File: src/hdl/b58d_pkg.sv
// b58d_pkg: constants, codes, types and the alphabet lookup for the base58 text decoder
// no dependencies; every other file of the decoder refers to it by scoped names
`default_nettype none

package b58d_pkg;

    localparam int MAX_CHARS  = 64;
    localparam int ACC_WORDS  = 6;
    localparam int ACC_BITS   = 64 * ACC_WORDS;
    localparam int ACC_BYTES  = 8 * ACC_WORDS;
    localparam int RESULT_CAP = 64;
    localparam int CNT_W      = $clog2(MAX_CHARS + 1);
    localparam int REM_W      = $clog2(ACC_BYTES + 1);
    localparam int OUT_N_W    = $clog2(RESULT_CAP);
    localparam int DIGIT_W    = 6;

    // status codes
    localparam logic [1:0] ST_OK       = 2'd0;
    localparam logic [1:0] ST_BAD_CHAR = 2'd1;
    localparam logic [1:0] ST_TOO_LONG = 2'd2;

    // characters
    localparam logic [7:0] CH_SPACE = 8'h20;
    localparam logic [7:0] CH_TAB   = 8'h09;
    localparam logic [7:0] CH_CR    = 8'h0d;
    localparam logic [7:0] CH_LF    = 8'h0a;

    // snapshot of a finished string, handed to the emitter
    typedef struct packed {
        logic                valid;
        logic [1:0]          status;
        logic [CNT_W-1:0]    zero_count;
        logic [ACC_BITS-1:0] acc;
    } t_load;

    typedef struct packed {
        logic               ok;
        logic [DIGIT_W-1:0] value;
    } t_digit;

    function automatic logic is_blank(input logic [7:0] c);
        return (c == CH_SPACE) || (c == CH_TAB) || (c == CH_CR) || (c == CH_LF);
    endfunction

    // bitcoin alphabet, no 0 I O l
    function automatic t_digit digit_of(input logic [7:0] c);
        t_digit d;
        logic [7:0] v;
        d = '0;
        v = 8'h00;
        if (c >= 8'h31 && c <= 8'h39) begin
            v = c - 8'h31;
            d.ok = 1'b1;
        end else if (c >= 8'h41 && c <= 8'h48) begin
            v = c - 8'h41 + 8'd9;
            d.ok = 1'b1;
        end else if (c >= 8'h4a && c <= 8'h4e) begin
            v = c - 8'h4a + 8'd17;
            d.ok = 1'b1;
        end else if (c >= 8'h50 && c <= 8'h5a) begin
            v = c - 8'h50 + 8'd22;
            d.ok = 1'b1;
        end else if (c >= 8'h61 && c <= 8'h6b) begin
            v = c - 8'h61 + 8'd33;
            d.ok = 1'b1;
        end else if (c >= 8'h6d && c <= 8'h7a) begin
            v = c - 8'h6d + 8'd44;
            d.ok = 1'b1;
        end
        d.value = v[DIGIT_W-1:0];
        return d;
    endfunction

endpackage

`default_nettype wire

File: src/hdl/b58d_accum.sv
// b58d_accum: per-string state, character checks and the multiply-by-58 accumulator
// depends on b58d_pkg; hands finished strings to b58d_emit as a t_load snapshot
`default_nettype none

module b58d_accum (
    input  wire logic          i_clk,
    input  wire logic          i_rst_n,
    input  wire logic          i_valid,
    input  wire logic [7:0]    i_char,
    input  wire logic          i_eot,
    input  wire logic          i_emit_busy,
    output b58d_pkg::t_load    o_load,
    output logic               o_take
);

    logic [b58d_pkg::ACC_BITS-1:0] r_acc, n_acc, v_acc, acc58;
    logic [b58d_pkg::CNT_W-1:0]    r_zc, n_zc, v_zc;
    logic [b58d_pkg::CNT_W-1:0]    r_cc, n_cc, v_cc;
    logic                          r_started, n_started, v_started;
    logic                          r_seen, n_seen, v_seen;
    logic                          r_trail, n_trail, v_trail;
    logic [1:0]                    r_err, n_err, v_err;
    b58d_pkg::t_digit              dig;

    // a final character waits while the emitter still drains the previous string
    assign o_take = i_valid && !(i_eot && i_emit_busy);

    assign dig   = b58d_pkg::digit_of(i_char);
    // x*58 = x*32 + x*16 + x*8 + x*2, wraps at the accumulator width
    assign acc58 = (r_acc << 5) + (r_acc << 4) + (r_acc << 3) + (r_acc << 1)
                 + b58d_pkg::ACC_BITS'(dig.value);

    always_comb begin
        v_acc     = r_acc;
        v_zc      = r_zc;
        v_cc      = r_cc;
        v_started = r_started;
        v_seen    = r_seen;
        v_trail   = r_trail;
        v_err     = r_err;
        if (r_err == b58d_pkg::ST_OK) begin
            if (r_cc >= b58d_pkg::CNT_W'(b58d_pkg::MAX_CHARS)) begin
                v_err = b58d_pkg::ST_TOO_LONG;
            end else begin
                v_cc = r_cc + 1'b1;
                if (b58d_pkg::is_blank(i_char)) begin
                    if (r_started) begin
                        v_trail = 1'b1;
                    end
                end else if (r_trail) begin
                    v_err = b58d_pkg::ST_BAD_CHAR;
                end else begin
                    v_started = 1'b1;
                    if (!dig.ok) begin
                        v_err = b58d_pkg::ST_BAD_CHAR;
                    end else if (!r_seen && dig.value == '0) begin
                        v_zc = r_zc + 1'b1;
                    end else begin
                        v_seen = 1'b1;
                        v_acc  = acc58;
                    end
                end
            end
        end

        n_acc     = r_acc;
        n_zc      = r_zc;
        n_cc      = r_cc;
        n_started = r_started;
        n_seen    = r_seen;
        n_trail   = r_trail;
        n_err     = r_err;
        if (o_take) begin
            if (i_eot) begin
                n_acc     = '0;
                n_zc      = '0;
                n_cc      = '0;
                n_started = 1'b0;
                n_seen    = 1'b0;
                n_trail   = 1'b0;
                n_err     = b58d_pkg::ST_OK;
            end else begin
                n_acc     = v_acc;
                n_zc      = v_zc;
                n_cc      = v_cc;
                n_started = v_started;
                n_seen    = v_seen;
                n_trail   = v_trail;
                n_err     = v_err;
            end
        end

        o_load.valid      = o_take && i_eot;
        o_load.status     = v_err;
        o_load.zero_count = v_zc;
        o_load.acc        = v_acc;
    end

    always_ff @(posedge i_clk) begin
        if (!i_rst_n) begin
            r_acc     <= '0;
            r_zc      <= '0;
            r_cc      <= '0;
            r_started <= 1'b0;
            r_seen    <= 1'b0;
            r_trail   <= 1'b0;
            r_err     <= b58d_pkg::ST_OK;
        end else begin
            r_acc     <= n_acc;
            r_zc      <= n_zc;
            r_cc      <= n_cc;
            r_started <= n_started;
            r_seen    <= n_seen;
            r_trail   <= n_trail;
            r_err     <= n_err;
        end
    end

`ifndef SYNTH
    a_count_bound: assert property (@(posedge i_clk) disable iff (!i_rst_n)
        r_cc <= b58d_pkg::CNT_W'(b58d_pkg::MAX_CHARS))
        else $error("character count beyond limit");

    a_zero_le_count: assert property (@(posedge i_clk) disable iff (!i_rst_n)
        r_zc <= r_cc)
        else $error("zero prefix exceeds characters taken");

    a_err_sticky: assert property (@(posedge i_clk) disable iff (!i_rst_n)
        (r_err != b58d_pkg::ST_OK && !(o_take && i_eot)) |=> r_err == $past(r_err))
        else $error("recorded error changed before end of string");
`endif

endmodule

`default_nettype wire

File: config.mk
export PLATFORM = sky130hd
export DESIGN_NAME = b58d_accum
export DESIGN_NICKNAME = d
export VERILOG_FILES = /design/src/hdl/b58d_pkg.sv /design/src/hdl/b58d_accum.sv
export SDC_FILE = /design/constraint.sdc
export NUM_CORES = 2
export LEC_CHECK = 0
export BUFFER_PORTS_ARGS = -buffer_cell sky130_fd_sc_hd__clkbuf_2
export CORE_MARGIN = 2
export CORE_UTILIZATION = 58
export CTS_BUF_LIST = sky130_fd_sc_hd__clkbuf_16
export DETAILED_ROUTE_END_ITERATION = 8
export PLACE_DENSITY_LB_ADDON = 0.2
export SYNTH_ARGS = -nofsm -noshare
export SYNTH_HDL_FRONTEND = slang
export SYNTH_SLANG_ARGS = --single-unit
File: constraint.sdc
create_clock -name i_clk -period 10.3 [get_ports i_clk]
set_input_delay 2.06 -clock i_clk [delete_from_list [all_inputs] [get_ports i_clk]]
set_output_delay 2.06 -clock i_clk [all_outputs]
set_load 0.02 [all_outputs]
==> impl_metrics.ini, run 1 <==
[status]
status = stopped before the end
haltStage = global routing
stop_error = [ERROR GRT-0232] Routing congestion too high. Check the congestion heatmap in the GUI.

[logic_synthesis]
synth_cell_types = 99
synth_nets = 10000
synth_edf_count = 0
syn_area_per_cell_um2 = 8.12
synthCells = 8455
netlist_area_um2 = 68700
ys_seq_elements = 403
seq_area_frac_synth_pct = 11.7
yosysWarningCount = 0
ys_async_sr_fraction_pct = 0
synthFlopType = dfxtp_1

[placement]
pre_cts_slack_ns = -1.41
gp_congestion = 1.09
dp.cells = 10500
port_buffers = 407
post-dp-hpwl_mm = 241

[die]
start_util_pct = 58.3
num_rows = 126
fp.dieW_um = 348
die_h_um = 348
io_pins = 408

[global_route]
grt_start_max_net_pins = 115
grt_overflow_total = 30
track_usage_pct = 58.2

[clock_network]
htreeDepth = 2
cts_buffers = 52
cts-root-buf = clkbuf_16
cts_sinks = 403
cts_buffer_depth = 3

[sta]
worstEndpointGrtRepair = o_load[376]
worst-ep-kind = primary output
## logic make-up after synthesis
group           count (synthesis)  share of synthesized area [%]
mux                            40                          0.652
xor+xnor                      392                           5.00
fa+ha+maj                    1539                           36.4
buf+inv                       539                           3.28
flops                         403                           11.7
compound gates               2676                           24.2
simple gates                 2866                           18.8
## stage by stage
stage / TNS (ns) / area (um^2) / util, %
floorplan: 0 / 68700 / -
CTS: -38.17 / 81600 / 69.3
global placement: -117.81 / 74800 / 63.5
detailed placement: -132.83 / 74800 / 63.5
## Yosys cell counts (58+ instances only)
cell	n	area share, %
clkbuf_1	327	1.8
o21ai_0	656	4.8
a22oi_1	169	1.8
xnor2_1	219	2.8
nor2b_1	185	1.7
dfxtp_1	403	12
nand3_1	106	0.77
fa_1	761	22
a21oi_1	808	5.9
nand4_1	256	2.3
inv_1	117	0.64
a31oi_1	58	0.53
a21o_1	210	2.3
xor2_1	173	2.2
a22o_1	191	2.4
o21ai_1	122	0.89
nand2_1	1411	7.7
ha_1	778	14
nor3_1	129	0.94
o21bai_1	114	1.2
nor2_1	543	3.0
## metal layers
metal  overflow  GRT usage (%)
met1          0           67.0
met2         10           80.1
met3          3           30.7
met4         13           44.3
met5          4           10.4
## repair_timing
item | CTS
pin swaps | 278
endpoints found under the setup margin | 241
resized for setup | 900
hold buffers | 0
setup buffers | 145
==> inputs of run 2 (changes only) <==
--- a/config.mk
+++ b/config.mk
@@ -7,10 +7,9 @@
 export LEC_CHECK = 0
 export BUFFER_PORTS_ARGS = -buffer_cell sky130_fd_sc_hd__clkbuf_2
 export CORE_MARGIN = 2
-export CORE_UTILIZATION = 58
-export CTS_BUF_LIST = sky130_fd_sc_hd__clkbuf_16
+export CORE_UTILIZATION = 40
 export DETAILED_ROUTE_END_ITERATION = 8
-export PLACE_DENSITY_LB_ADDON = 0.2
+export PLACE_DENSITY_LB_ADDON = 0.15
 export SYNTH_ARGS = -nofsm -noshare
 export SYNTH_HDL_FRONTEND = slang
 export SYNTH_SLANG_ARGS = --single-unit
==> constraint.sdc (replaced) <==
create_clock -name i_clk -period 13.4 [get_ports i_clk]
set_input_delay 2.68 -clock i_clk [delete_from_list [all_inputs] [get_ports i_clk]]
set_output_delay 2.68 -clock i_clk [all_outputs]
set_load 0.02 [all_outputs]
==> run 2 against run 1 <==
Net effect:
- the run now ends clean
- synthesized cell count did not move
- synthesized area did not move
==> impl_metrics.ini, run 2 <==
[power]
seq_power_share_pct = 38.7
combPwrFrac_pct = 8.7
totalPowerFinal_mw = 3.10
internal-power_mw = 2.16
p_switching_mw = 0.944
cellLeakagePower_nw = 35.9
p_sw_share_pct = 30.5
irDropWorstVdd_v = 0.0000972
clockPowerShare_pct = 52.5
power.density_nw_per_um2 = 41.2

[logic_synthesis]
yosysWarningCount = 0
syn_area_per_cell_um2 = 8.12
synth_edf_count = 0
synthCells = 8455
ys_seq_elements = 403
synth.largest_area_cell = fa_1
synth_cell_types = 99
synth_nets = 10000
synthFlopType = dfxtp_1
seq_area_frac_synth_pct = 11.7
synth.top_cells.by_count = nand2_1, a21oi_1, ha_1
ys_async_sr_fraction_pct = 0
synth_top_cell_area_share_pct = 22.2
yosysMostFrequentCell = nand2_1
yosys-top-cells-area = fa_1, ha_1, dfxtp_1
netlist_area_um2 = 68700

[global_route]
grt_pass1_vias = 65600
track_usage_pct = 33.9
antenna_found_initial = 7
grt_first_pass_wirelength_mm = 447
grt_start_max_net_pins = 156
grt_overflow_total = 0

[detailed_routing]
via_count = 67300
drc_errors = 0
ant_nets = 0
drtIter0Drc = 6064
wl_met1_mm = 139
wl_mm = 303
dr.pass1.iters = 6
top_layer = met5
wl_per_cell_um = 27.7
wl_met2_mm = 137
viasPerCell = 6.14
met3_length_mm = 18.0

[sta]
fin_ws_ns = 0.342
finalSetupViolCount = 0
tightest_slew_ns = 1.38
drv_slew = 0
max_freq_ghz = 0.0766
skew_ns = 0.0313
slew_headroom_pct = 6.98
finalHoldViolations = 0
period_share_pct = 97.5
hold-worst-slack_ns = 0.451
period_needed_ns = 13.06

[worst_setup_path]
crit_path_max_incr_delay_ns = 0.50
crit_start = i_char[1]
startpoint_type = primary input
cp.required_ns = 10.72
cp_slowest_cell = fa_1
endpoint = o_load[370]
path_class = primary input to output port
rr_worst_depth = 19
r2r_start = r_acc[143]
cpMostUsedCell = buf_4
r2r_end = r_acc[311]
rrSetupSlack_ns = 5.26
path_max_fanout = 6
crit_path_end_kind = output port
worstPathArrival_ns = 10.38

[clock_network]
cts_tree = done
cts-root-buf = clkbuf_16
htreeDepth = 2
cts_sinks = 403
cts_buffers = 55
clock_latency_ns = 0.74
path_clk_slew_ns = 0.06
cts_buffer_depth = 3

[die]
core_um2 = 171000
num_rows = 152
fp.dieW_um = 418
die_h_um = 418
die_area_um2 = 175000
start_util_pct = 40.1
io_pins = 408

[min_path]
hold_path.class = register to register
worstHoldStart = r_acc[383]

[final_layout]
fin_util_pct = 44.0
largest_registers = r_acc (384), r_cc (7), r_zc (7)
regArea_um2 = 8070
layout-drive-gt1-share_pct = 9.49
final_nets = 10200
area_growth_pct = 9.59
fillCellCount = 17600
multi_input_area_um2 = 58600
largest_register_ff_count = 384
final_cell_mix = nand2_1, a21oi_1, ha_1
layout.cells.non_filler = 11000
max_flop_register = r_acc
mostFrequentLayoutCell = nand2_1

[run]
max-cap-violations = 0

[placement]
post-dp-hpwl_mm = 258
gp_congestion = 1.04
port_buffers = 407
dp.cells = 10800
pre_cts_slack_ns = -0.522

[status]
status = finished, final reports clean
run 2: worst min path at each step:
stage / to / depth (start not counted)
floorplan: r_acc[383] / 2
global placement: r_acc[383] / 2
detailed placement: r_acc[383] / 2
CTS: r_acc[383] / 2
global route: r_acc[383] / 2
finish: r_acc[383] / 2
run 2: power groups by stage:
stage          combinational (mW)  sequential (mW)  clock, mW
2_1_floorplan               0.182             1.23          0
3_3_place_gp                0.264             1.23          0
3_5_place_dp                0.266             1.23          0
4_1_cts                     0.266             1.20       1.67
5_1_grt                     0.287             1.20       1.70
6_report                    0.271             1.20       1.63
run 2: kinds of logic (layout without fill, tap and decap cells):
group	Yosys count	after routing	synth area share [%]
other	0	7	0
xor gates and xnor gates	392	392	5.00
muxes	40	40	0.652
DFF	403	403	11.7
AOI/OAI and AO/OA	2676	2676	24.2
buffers and inverters	539	801	3.28
and+or+nand+nor	2866	2866	18.8
adders and majority gates	1539	1539	36.4
run 2: worst max-delay path: cells and delay by family:
family	cells	cell delay, ns
adder cells (fa/ha/maj)	6	1.68
buffers and inverters	11	1.50
multiplexers	1	0.31
AND/OR/NAND/NOR	5	0.69
AO/OA/AOI/OAI	14	3.33
XOR/XNOR	1	0.18
run 2: routing by layer:
metal	vias to the layer above	track usage [%]
li1	30800	-
met1	33800	48.3
met2	2310	53.8
met3	321	4.26
met4	4	9.51
met5	-	0
run 2: what timing repair did:
item | CTS | global route
pin swaps | 2 | 10
buffers inserted | 1 | 6
resized for setup | 6 | 46
gates cloned | 0 | 0
hold buffers | 0 | 0
endpoints found under the hold margin | 0 | 0
setup endpoints to repair | 25 | 71
run 2: final cells by class:
| class | instances | area share (%) |
|---|---|---|
| inverter | 118 | 0.592 |
| timing repair buffer | 581 | 4.56 |
| antenna | 7 | 0.0233 |
| clock inverter | 31 | 0.429 |
| clock buffer | 71 | 2.07 |
| tap | 2233 | 3.71 |
| multi-input combinational | 7513 | 77.9 |
| sequential | 403 | 10.7 |
run 2: per-stage QoR:
step                      instance area (um^2)   TNS, ns
final                                    75300         0
after global routing                     75300  -0.00426
after CTS                                75000   -0.0319
after detailed placement                 73100     -3.81
after global placement                   73100     -2.51
after floorplan                          68700         0
Note: power is estimated with default switching activity, not from simulation.
