[config.mk]
export PLATFORM = sky130hd
export DESIGN_NAME = b58d_emit
export DESIGN_NICKNAME = d
export VERILOG_FILES = /design/src/hdl/b58d_pkg.sv /design/src/hdl/b58d_emit.sv
export SDC_FILE = /design/constraint.sdc
export NUM_CORES = 1
export LEC_CHECK = 0
export ABC_AREA = 1
export BUFFER_PORTS_ARGS = -buffer_cell sky130_fd_sc_hd__buf_2
export CELL_PAD_IN_SITES_DETAIL_PLACEMENT = 0
export CELL_PAD_IN_SITES_GLOBAL_PLACEMENT = 1
export CORE_MARGIN = 3
export CORE_UTILIZATION = 45
export CTS_BUF_LIST = sky130_fd_sc_hd__clkbuf_16
export CTS_CLUSTER_SIZE = 10
export DETAILED_ROUTE_END_ITERATION = 16
export PLACE_DENSITY_LB_ADDON = 0.05
export SYNTH_ARGS = -nofsm -noshare
export SYNTH_HDL_FRONTEND = slang
export SYNTH_SLANG_ARGS = --single-unit
[constraint.sdc]
create_clock -name i_clk -period 21.8 [get_ports i_clk]
set_input_delay 4.36 -clock i_clk [delete_from_list [all_inputs] [get_ports i_clk]]
set_output_delay 4.36 -clock i_clk [all_outputs]
set_load 0.02 [all_outputs]
[src/hdl/b58d_pkg.sv]
// b58d_pkg: constants, codes, types and the alphabet lookup for the base58 text decoder
// no dependencies; every other file of the decoder refers to it by scoped names
`default_nettype none

package b58d_pkg;

    localparam int MAX_CHARS  = 64;
    localparam int ACC_WORDS  = 6;
    localparam int ACC_BITS   = 64 * ACC_WORDS;
    localparam int ACC_BYTES  = 8 * ACC_WORDS;
    localparam int RESULT_CAP = 64;
    localparam int CNT_W      = $clog2(MAX_CHARS + 1);
    localparam int REM_W      = $clog2(ACC_BYTES + 1);
    localparam int OUT_N_W    = $clog2(RESULT_CAP);
    localparam int DIGIT_W    = 6;

    // status codes
    localparam logic [1:0] ST_OK       = 2'd0;
    localparam logic [1:0] ST_BAD_CHAR = 2'd1;
    localparam logic [1:0] ST_TOO_LONG = 2'd2;

    // characters
    localparam logic [7:0] CH_SPACE = 8'h20;
    localparam logic [7:0] CH_TAB   = 8'h09;
    localparam logic [7:0] CH_CR    = 8'h0d;
    localparam logic [7:0] CH_LF    = 8'h0a;

    // snapshot of a finished string, handed to the emitter
    typedef struct packed {
        logic                valid;
        logic [1:0]          status;
        logic [CNT_W-1:0]    zero_count;
        logic [ACC_BITS-1:0] acc;
    } t_load;

    typedef struct packed {
        logic               ok;
        logic [DIGIT_W-1:0] value;
    } t_digit;

    function automatic logic is_blank(input logic [7:0] c);
        return (c == CH_SPACE) || (c == CH_TAB) || (c == CH_CR) || (c == CH_LF);
    endfunction

    // bitcoin alphabet, no 0 I O l
    function automatic t_digit digit_of(input logic [7:0] c);
        t_digit d;
        logic [7:0] v;
        d = '0;
        v = 8'h00;
        if (c >= 8'h31 && c <= 8'h39) begin
            v = c - 8'h31;
            d.ok = 1'b1;
        end else if (c >= 8'h41 && c <= 8'h48) begin
            v = c - 8'h41 + 8'd9;
            d.ok = 1'b1;
        end else if (c >= 8'h4a && c <= 8'h4e) begin
            v = c - 8'h4a + 8'd17;
            d.ok = 1'b1;
        end else if (c >= 8'h50 && c <= 8'h5a) begin
            v = c - 8'h50 + 8'd22;
            d.ok = 1'b1;
        end else if (c >= 8'h61 && c <= 8'h6b) begin
            v = c - 8'h61 + 8'd33;
            d.ok = 1'b1;
        end else if (c >= 8'h6d && c <= 8'h7a) begin
            v = c - 8'h6d + 8'd44;
            d.ok = 1'b1;
        end
        d.value = v[DIGIT_W-1:0];
        return d;
    endfunction

endpackage

`default_nettype wire

[src/hdl/b58d_emit.sv]
// b58d_emit: walks a finished string snapshot out as result items through the result register
// depends on b58d_pkg; fed by b58d_accum through a t_load snapshot
`default_nettype none

module b58d_emit (
    input  wire logic          i_clk,
    input  wire logic          i_rst_n,
    input  wire b58d_pkg::t_load i_load,
    output logic               o_busy,
    output logic               o_valid,
    input  wire logic          i_stall,
    output logic [7:0]         o_data_byte,
    output logic               o_byte_present,
    output logic               o_final_item,
    output logic [1:0]         o_status
);

    logic                          r_act, n_act;
    logic [1:0]                    r_stat, n_stat;
    logic [b58d_pkg::CNT_W-1:0]    r_zc, n_zc;
    logic [b58d_pkg::ACC_BITS-1:0] r_acc, n_acc;
    logic [b58d_pkg::REM_W-1:0]    r_rem, n_rem;
    logic                          r_sig, n_sig;
    logic [b58d_pkg::OUT_N_W-1:0]  r_n, n_n;

    logic                          r_ov;
    logic [7:0]                    r_data;
    logic                          r_pres, r_fin;
    logic [1:0]                    r_ostat;

    logic       can_load, produce, done, nz, at_cap;
    logic [7:0] top, p_data;
    logic       p_pres, p_fin;
    logic [1:0] p_stat;

    assign can_load = !r_ov || !i_stall;
    assign nz       = |r_acc;
    assign top      = r_acc[b58d_pkg::ACC_BITS-1 -: 8];
    assign at_cap   = (r_n == b58d_pkg::OUT_N_W'(b58d_pkg::RESULT_CAP - 1));

    always_comb begin
        n_act   = r_act;
        n_stat  = r_stat;
        n_zc    = r_zc;
        n_acc   = r_acc;
        n_rem   = r_rem;
        n_sig   = r_sig;
        n_n     = r_n;
        produce = 1'b0;
        done    = 1'b0;
        p_data  = 8'h00;
        p_pres  = 1'b0;
        p_fin   = 1'b0;
        p_stat  = b58d_pkg::ST_OK;
        if (r_act) begin
            if (r_stat != b58d_pkg::ST_OK) begin
                produce = 1'b1;
                p_fin   = 1'b1;
                p_stat  = r_stat;
                done    = can_load;
            end else if (r_zc != '0) begin
                produce = 1'b1;
                p_pres  = 1'b1;
                p_fin   = (r_zc == b58d_pkg::CNT_W'(1) && !nz) || at_cap;
                if (can_load) begin
                    n_zc = r_zc - 1'b1;
                    n_n  = r_n + 1'b1;
                    done = p_fin;
                end
            end else if (!r_sig && !nz) begin
                // empty or all-blank string
                produce = 1'b1;
                p_fin   = 1'b1;
                done    = can_load;
            end else if (!r_sig && top == 8'h00) begin
                // drop a leading zero byte, no result
                n_acc = {r_acc[b58d_pkg::ACC_BITS-9:0], 8'h00};
                n_rem = r_rem - 1'b1;
            end else begin
                produce = 1'b1;
                p_data  = top;
                p_pres  = 1'b1;
                p_fin   = (r_rem == b58d_pkg::REM_W'(1)) || at_cap;
                if (can_load) begin
                    n_acc = {r_acc[b58d_pkg::ACC_BITS-9:0], 8'h00};
                    n_rem = r_rem - 1'b1;
                    n_sig = 1'b1;
                    n_n   = r_n + 1'b1;
                    done  = p_fin;
                end
            end
        end
        if (done) begin
            n_act = 1'b0;
        end
        if (i_load.valid) begin
            n_act  = 1'b1;
            n_stat = i_load.status;
            n_zc   = i_load.zero_count;
            n_acc  = i_load.acc;
            n_rem  = b58d_pkg::REM_W'(b58d_pkg::ACC_BYTES);
            n_sig  = 1'b0;
            n_n    = '0;
        end
    end

    always_ff @(posedge i_clk) begin
        if (!i_rst_n) begin
            r_act  <= 1'b0;
            r_stat <= b58d_pkg::ST_OK;
            r_zc   <= '0;
            r_rem  <= '0;
            r_sig  <= 1'b0;
            r_n    <= '0;
            r_ov   <= 1'b0;
        end else begin
            r_act  <= n_act;
            r_stat <= n_stat;
            r_zc   <= n_zc;
            r_rem  <= n_rem;
            r_sig  <= n_sig;
            r_n    <= n_n;
            if (can_load) begin
                r_ov <= produce;
            end
        end
    end

    always_ff @(posedge i_clk) begin
        r_acc <= n_acc;
        if (can_load) begin
            r_data  <= p_data;
            r_pres  <= p_pres;
            r_fin   <= p_fin;
            r_ostat <= p_stat;
        end
    end

    assign o_busy         = r_act;
    assign o_valid        = r_ov;
    assign o_data_byte    = r_data;
    assign o_byte_present = r_pres;
    assign o_final_item   = r_fin;
    assign o_status       = r_ostat;

`ifndef SYNTH
    a_no_overlap: assert property (@(posedge i_clk) disable iff (!i_rst_n)
        i_load.valid |-> !r_act)
        else $error("new string handed over while emitter busy");

    a_empty_is_final: assert property (@(posedge i_clk) disable iff (!i_rst_n)
        (r_ov && !r_pres) |-> r_fin)
        else $error("byteless result not marked final");

    a_err_no_byte: assert property (@(posedge i_clk) disable iff (!i_rst_n)
        (r_ov && r_ostat != b58d_pkg::ST_OK) |-> (!r_pres && r_data == 8'h00))
        else $error("error result carries a byte");
`endif

endmodule

`default_nettype wire
==> results.txt, run 1 <==
Status - complete, no violations
Mean area per synthesized cell - 9.074 um^2
Drt total wl - 51410 um
Setup TNS - 0 ns
Post-cts sizing count - 0
Yosys warns - 0
Num rows - 75
Worst Hold Path Cells - 2
RSZ-0062 raised after global routing - false
DR vias - 15217
Worst skew pair latency - 0.56 ns
Setup ws final - 14.29 ns
End of the worst hold path - r_n[5]$_SDFFE_PP0P_
Vias per cell - 4.855
Startpoint types - input pin
Clock tree sinks - 420
IO Count - 411
Met2 WL post-DR - 24930 um
Synth Cell Area - 0.01942 mm^2
Max IR drop VDD - 0.05194 mV
Yosys cell types - 38
Port bufs - 410
WS Path Type - input pin to flip-flop
Clock Path Buffers - 3
Slew headroom - 15.47%
Worst R2R End - r_acc[178]$_DFFE_PP_
Post-synth EDFFs - 396
Uppermost layer routed - met5
Most common cell in the netlist - nand2_1
Die X - 213.7 um
Min Tclk post-route - 7.505 ns
Starting density of the core - 45.88%
Die area - 0.04568 mm^2
Hold Crit Start - r_n[5]$_SDFFE_PP0P_
Worst Hold Class - flip-flop to flip-flop
Root Buffer - clkbuf_16
CP endpoint kind - flip-flop
Final hold slack - 0.4652 ns
Routability cong. - 0.8428
Final Max Slew Viols - 0
DR pass1 iterations - 4
Initial antenna violation count - 13
CTS HTree Levels - 2
Pre-CTS setup slack - 13.71 ns
Fmax - 133.2 MHz
Worst Max-Slew Pin Slew - 1.268 ns
Number of setup buffers added after CTS - 0
Detailed Place HPWL - 36910 um
WL per Instance - 16.40 um
Final period utilization - 34.43%
Final #Nets - 2925
Die height - 213.7 um
First-pass GRT wire length - 77830 um
Most frequent cells after synthesis - nand2_1 (957), edfxtp_1 (396), nor2_1 (209), inv_1 (177), o21ai_0 (149)
Global-route usage over all layers - 22.03%
R2R setup slack - 17.62 ns
Crit path DAT - 7.68 ns
Top-area cell type share of the netlist area - 61.24%
Largest area contributor in the netlist - edfxtp_1
Fin area - 0.02329 mm^2
Number of CTS-inserted buffers - 48
Leakage - 10.76 nW
Hold_buf cts - 0
Post-synthesis cell count - 2140
Worst-path clk slew - 0.05 ns
Hold Violations, Final - 0
Power per cell area - 80.92 mW/mm^2
Metal3 WL - 3338 um
Starting DRT DRC Count - 1106
Register area share after synthesis - 63.71%
Flops & latches, synth - 420
Skew final - 0.01769 ns
CP max FO - 124
Area post-placement - 0.02193 mm^2
DRC viols - 0
Area Growth Syn to Fin - 19.94%
Predominant post-synthesis flop cell - edfxtp_1
Antenna Violating Nets Remaining - 0
TritonCTS clock tree - yes
Critical Path RT - 21.98 ns
Met1 wire length - 21900 um
Reg2Reg Launch Point - r_acc[380]$_DFFE_PP_
Synthesized Nets - 2543
Grt ovf - 0
Setup Viol. Count Final - 0
Largest net degree at the start of global routing - 205
Register-to-Register Path Depth - 11
FFs w/ async S/R, synth - 0%
Largest cells by area after synthesis - edfxtp_1 (61%), nand2_1 (18%), nor2_1 (4.0%), o21ai_0 (3.8%), inv_1 (3.4%)
Share of cells above drive strength 1 - 19.27%
Max_cap viols - 0
Number of global-route vias before repair - 15143
Core box area - 0.04232 mm^2
[sequential cells by signal, indices dropped and copies added (netlist names), 2 cells and up]
signal,flops
o_status,2
r_zc,7
r_acc,384
r_rem,6
r_stat,2
o_data_byte,8
r_n,6
[worst max-delay path, cell delays in order]
cell and delay, ns:
buf_8 0.44, inv_8 0.35, nand2_4 0.81, buf_4 0.68
buf_4 0.80
[how the worst max path moves through the flow]
stage | startpoint | end | slack (ns) | cells after the start
global route | i_load[393] | r_acc[178]$_DFFE_PP_ | 14.07 | 5
CTS | i_stall | r_acc[178]$_DFFE_PP_ | 14.31 | 8
floorplan | i_stall | r_acc[0]$_SDFFCE_PN0P_ | 7.71 | 5
detailed placement | i_stall | r_acc[178]$_DFFE_PP_ | 13.71 | 8
finish | i_load[393] | r_acc[178]$_DFFE_PP_ | 14.29 | 5
global placement | i_stall | r_acc[67]$_DFFE_PP_ | 13.81 | 8
[per-layer routing]
| layer | global-route usage [%] | up-vias |
|---|---|---|
| met5 | 0 | - |
| met3 | 5.048 | 85 |
| met2 | 37.56 | 370 |
| li1 | - | 7675 |
| met4 | 6.358 | 18 |
| met1 | 28.44 | 7069 |
[cell families (layout without fill, tap and decap cells)]
family / count (synthesis) / after routing / share of synthesized area [%]
compound gates: 176 / 176 / 4.659
xor+xnor: 5 / 5 / 0.2256
fa+ha+maj: 6 / 6 / 0.3866
buf+inv: 266 / 679 / 5.335
flops: 420 / 420 / 63.71
other cells: 0 / 4 / 0
simple gates: 1267 / 1267 / 25.68
[power breakdown]
| part | internal, W | total (W) | switching, W |
|---|---|---|---|
| combinational | 0.0000677 | 0.000188 | 0.000120 |
| sequential | 0.000966 | 0.000995 | 0.0000290 |
| clock | 0.000399 | 0.000702 | 0.000302 |
[layout by cell type, fill, tap and decap left out, drive strengths merged, types with 2 or more instances in the layout]
| master | instances |
|---|---|
| o21ai | 151 |
| nor3b | 2 |
| a21oi | 18 |
| nand3 | 65 |
| nor3 | 2 |
| xnor2 | 3 |
| nand4 | 17 |
| dfxtp | 24 |
| clkbuf | 49 |
| xor2 | 2 |
| edfxtp | 396 |
| buf | 419 |
| ha | 6 |
| nor2 | 217 |
| diode | 4 |
| inv | 210 |
| nand2 | 960 |
[layout make-up]
class / count / area (um^2)
clock inverters: 32 / 120.1
well taps: 577 / 721.9
clock buffers: 49 / 1226
diodes: 4 / 10.01
repair buffers: 419 / 2142
inverters: 179 / 679.4
multi-input cells: 1454 / 6018
fillers: 4038 / 19030
flip-flops and latches: 420 / 12370
[through the flow]
| step | util, % | std cells | power, W |
|---|---|---|---|
| final | 55.03 | 3134 | 0.001885 |
| after global routing | 55.02 | 3132 | 0.001975 |
| after CTS | 55.01 | 3130 | 0.001910 |
| after detailed placement | 51.83 | 3049 | 0.001201 |
| after global placement | 51.83 | 3049 | 0.001196 |
| after floorplan | - | 2140 | 0.001130 |
No activity file was read; power rests on OpenSTA's default activity.
==> run 2, diff against run 1 <==
--- a/config.mk
+++ b/config.mk
@@ -5,7 +5,7 @@
 export SDC_FILE = /design/constraint.sdc
 export NUM_CORES = 1
 export LEC_CHECK = 0
-export ABC_AREA = 1
+export ABC_AREA = 0
 export BUFFER_PORTS_ARGS = -buffer_cell sky130_fd_sc_hd__buf_2
 export CELL_PAD_IN_SITES_DETAIL_PLACEMENT = 0
 export CELL_PAD_IN_SITES_GLOBAL_PLACEMENT = 1
==> constraint.sdc (replaced) <==
create_clock -name i_clk -period 7.6 [get_ports i_clk]
set_input_delay 1.52 -clock i_clk [delete_from_list [all_inputs] [get_ports i_clk]]
set_output_delay 1.52 -clock i_clk [all_outputs]
set_load 0.02 [all_outputs]
==> results.txt, run 2 <==
Num rows - 73
Drt total wl - 49110 um
Fmax - 212.6 MHz
CP max FO - 152
Post-cts sizing count - 0
Top-area cell type share of the netlist area - 63.93%
Mean area per synthesized cell - 16.56 um^2
Synth Area in Compound Gates - 1.244%
Final Max Slew Viols - 0
RSZ-0062 raised after global routing - false
Clock Path Buffers - 3
TritonCTS clock tree - yes
Hold Violations, Final - 0
Leakage - 8.404 nW
Most flops, register - r_acc
Core Util, Final - 55.98%
Status - complete, no violations
Die X - 209.3 um
Number of setup buffers added after CTS - 0
Initial antenna violation count - 17
Largest area contributor in the netlist - edfxtp_1
Post-Synth Simple-Gate Area - 7.050%
Number of CTS-inserted buffers - 49
Power per cell area - 239.1 mW/mm^2
Setup Viol. Count Final - 0
Routability cong. - 0.7916
Mux cell area share after synthesis - 23.14%
WL per Instance - 23.50 um
Most frequent cells in the layout - buf_2 (409), edfxtp_1 (396), mux2_2 (376)
Area post-placement - 0.02123 mm^2
Largest family of logic cells by synthesized area - multiplexers
Largest net degree at the start of global routing - 175
Most frequent cells after synthesis - edfxtp_1 (396), mux2_2 (376), nor4_1 (107), clkbuf_1 (45), nand4_1 (28)
Min Tclk post-route - 4.704 ns
Crit path DAT - 4.87 ns
Antenna Violating Nets Remaining - 0
Placed cell count - 2016
Die height - 209.3 um
Post-synthesis adder-cell area fraction - 0.4036%
Worst skew pair latency - 0.56 ns
Root Buffer - clkbuf_16
Critical Path RT - 7.76 ns
Yosys warns - 0
Final hold slack - 0.4818 ns
Synth Cell Area - 0.01860 mm^2
FFs w/ async S/R, synth - 0%
Synthesized Nets - 1526
Worst Hold Class - flip-flop to flip-flop
DR vias - 11490
Fillers - 3317
Core box area - 0.04028 mm^2
Max IR drop VDD - 0.1711 mV
First-pass GRT wire length - 71700 um
Skew final - 0.01733 ns
Post-synth EDFFs - 396
Fin area - 0.02255 mm^2
Setup TNS - 0 ns
CP endpoint kind - flip-flop
Non-Filler Instances - 2090
Clock tree sinks - 420
Max_cap viols - 0
Detailed Place HPWL - 36020 um
Share of cells above drive strength 1 - 54.59%
Predominant post-synthesis flop cell - edfxtp_1
Port bufs - 410
Starting DRT DRC Count - 810
CTS HTree Levels - 2
Worst Max-Slew Pin Slew - 1.088 ns
WS Path Type - flip-flop to flip-flop
Worst-path clk slew - 0.06 ns
Grt ovf - 0
DR pass1 iterations - 4
Startpoint types - flip-flop
Most common cell in the netlist - edfxtp_1
IO Count - 411
Die area - 0.04381 mm^2
Area Growth Syn to Fin - 21.23%
Flops & latches, synth - 420
Yosys cell types - 42
Starting density of the core - 46.18%
Most common cell after layout, fill and taps aside - buf_2
Slew headroom - 26.80%
Final #Nets - 1945
Synth Area in XOR/XNOR - 0.5180%
Post-synthesis cell count - 1123
DRC viols - 0
Global-route usage over all layers - 21.55%
Register area share after synthesis - 66.51%
Largest cells by area after synthesis - edfxtp_1 (64%), mux2_2 (23%), nor4_1 (3.6%), dfxtp_1 (2.6%), nand4_1 (0.94%)
Number of global-route vias before repair - 12033
Final period utilization - 61.89%
Vias per cell - 5.498
Hold_buf cts - 0
Number of flip-flops under the largest register name - 384
==> run 2: cell count changes after synthesis, sizes merged, moves of 61 or more <==
cell,previous run,this run
inv,179,9
mux2,0,376
nand2,960,15
nand3,65,4
nor2,217,10
nor4,0,108
o21ai,151,8
==> run 2: kinds of logic after synthesis <==
group | after synthesis
AOI/OAI and AO/OA | 31
xor gates and xnor gates | 11
adders and majority gates | 6
buffers and inverters | 56
DFF | 420
muxes | 383
and+or+nand+nor | 216
==> run 2: layout make-up <==
type	count	area [um^2]	share of cell area (%)
well taps	525	656.9	2.913
flip-flops and latches	420	12370	54.87
clock buffers	49	1226	5.438
inverters	9	33.78	0.1498
clock inverters	17	68.82	0.3052
diodes	8	20.02	0.08878
multi-input cells	647	6035	26.76
repair buffers	415	2137	9.477
==> run 2: metrics by stage <==
stage	total power (W)	setup slack, ns
after floorplan	0.003228	1.985
final	0.005391	2.896
after global routing	0.005598	2.494
after CTS	0.005458	2.924
after global placement	0.003454	2.852
after detailed placement	0.003461	2.811
==> run 2: path summary, 6_finish.rpt <==
check	startpoint	end	slack, ns	cells after the start
hold / removal	r_rem[3]$_SDFFE_PP0P_	r_rem[3]$_SDFFE_PP0P_	0.48	2
hold reg to reg	r_rem[3]$_SDFFE_PP0P_	r_rem[3]$_SDFFE_PP0P_	0.48	2
setup reg to reg	r_acc[190]$_DFFE_PP_	r_acc[310]$_DFFE_PP_	2.90	7
setup / recovery	r_acc[190]$_DFFE_PP_	r_acc[310]$_DFFE_PP_	2.90	7
==> run 2: layer usage <==
layer  share of wire (%)  vias up  global-route usage, %
met4                 2.7       24                  6.882
met2                  47      319                  34.79
li1                    -     5363                      -
met1                  43     5685                  28.60
met3                 6.7       99                  5.770
met5                0.33        -                      0
==> run 2: critical path, stage by stage (launching register included) <==
cell	delay [ns]
edfxtp_1	0.42
nor4_1	0.46
nand4_1	0.21
nor4_1	0.86
nand4_1	0.56
o21ai_2	0.50
nand2_8	0.54
buf_12	0.53
==> run 2: where the power goes <==
part / switching, W / total [W] / internal [W]
logic: 0.000236 / 0.000509 / 0.000273
registers: 0.000117 / 0.00290 / 0.00279
clock network: 0.000839 / 0.00198 / 0.00114
total: 0.00119 / 0.00539 / 0.00420
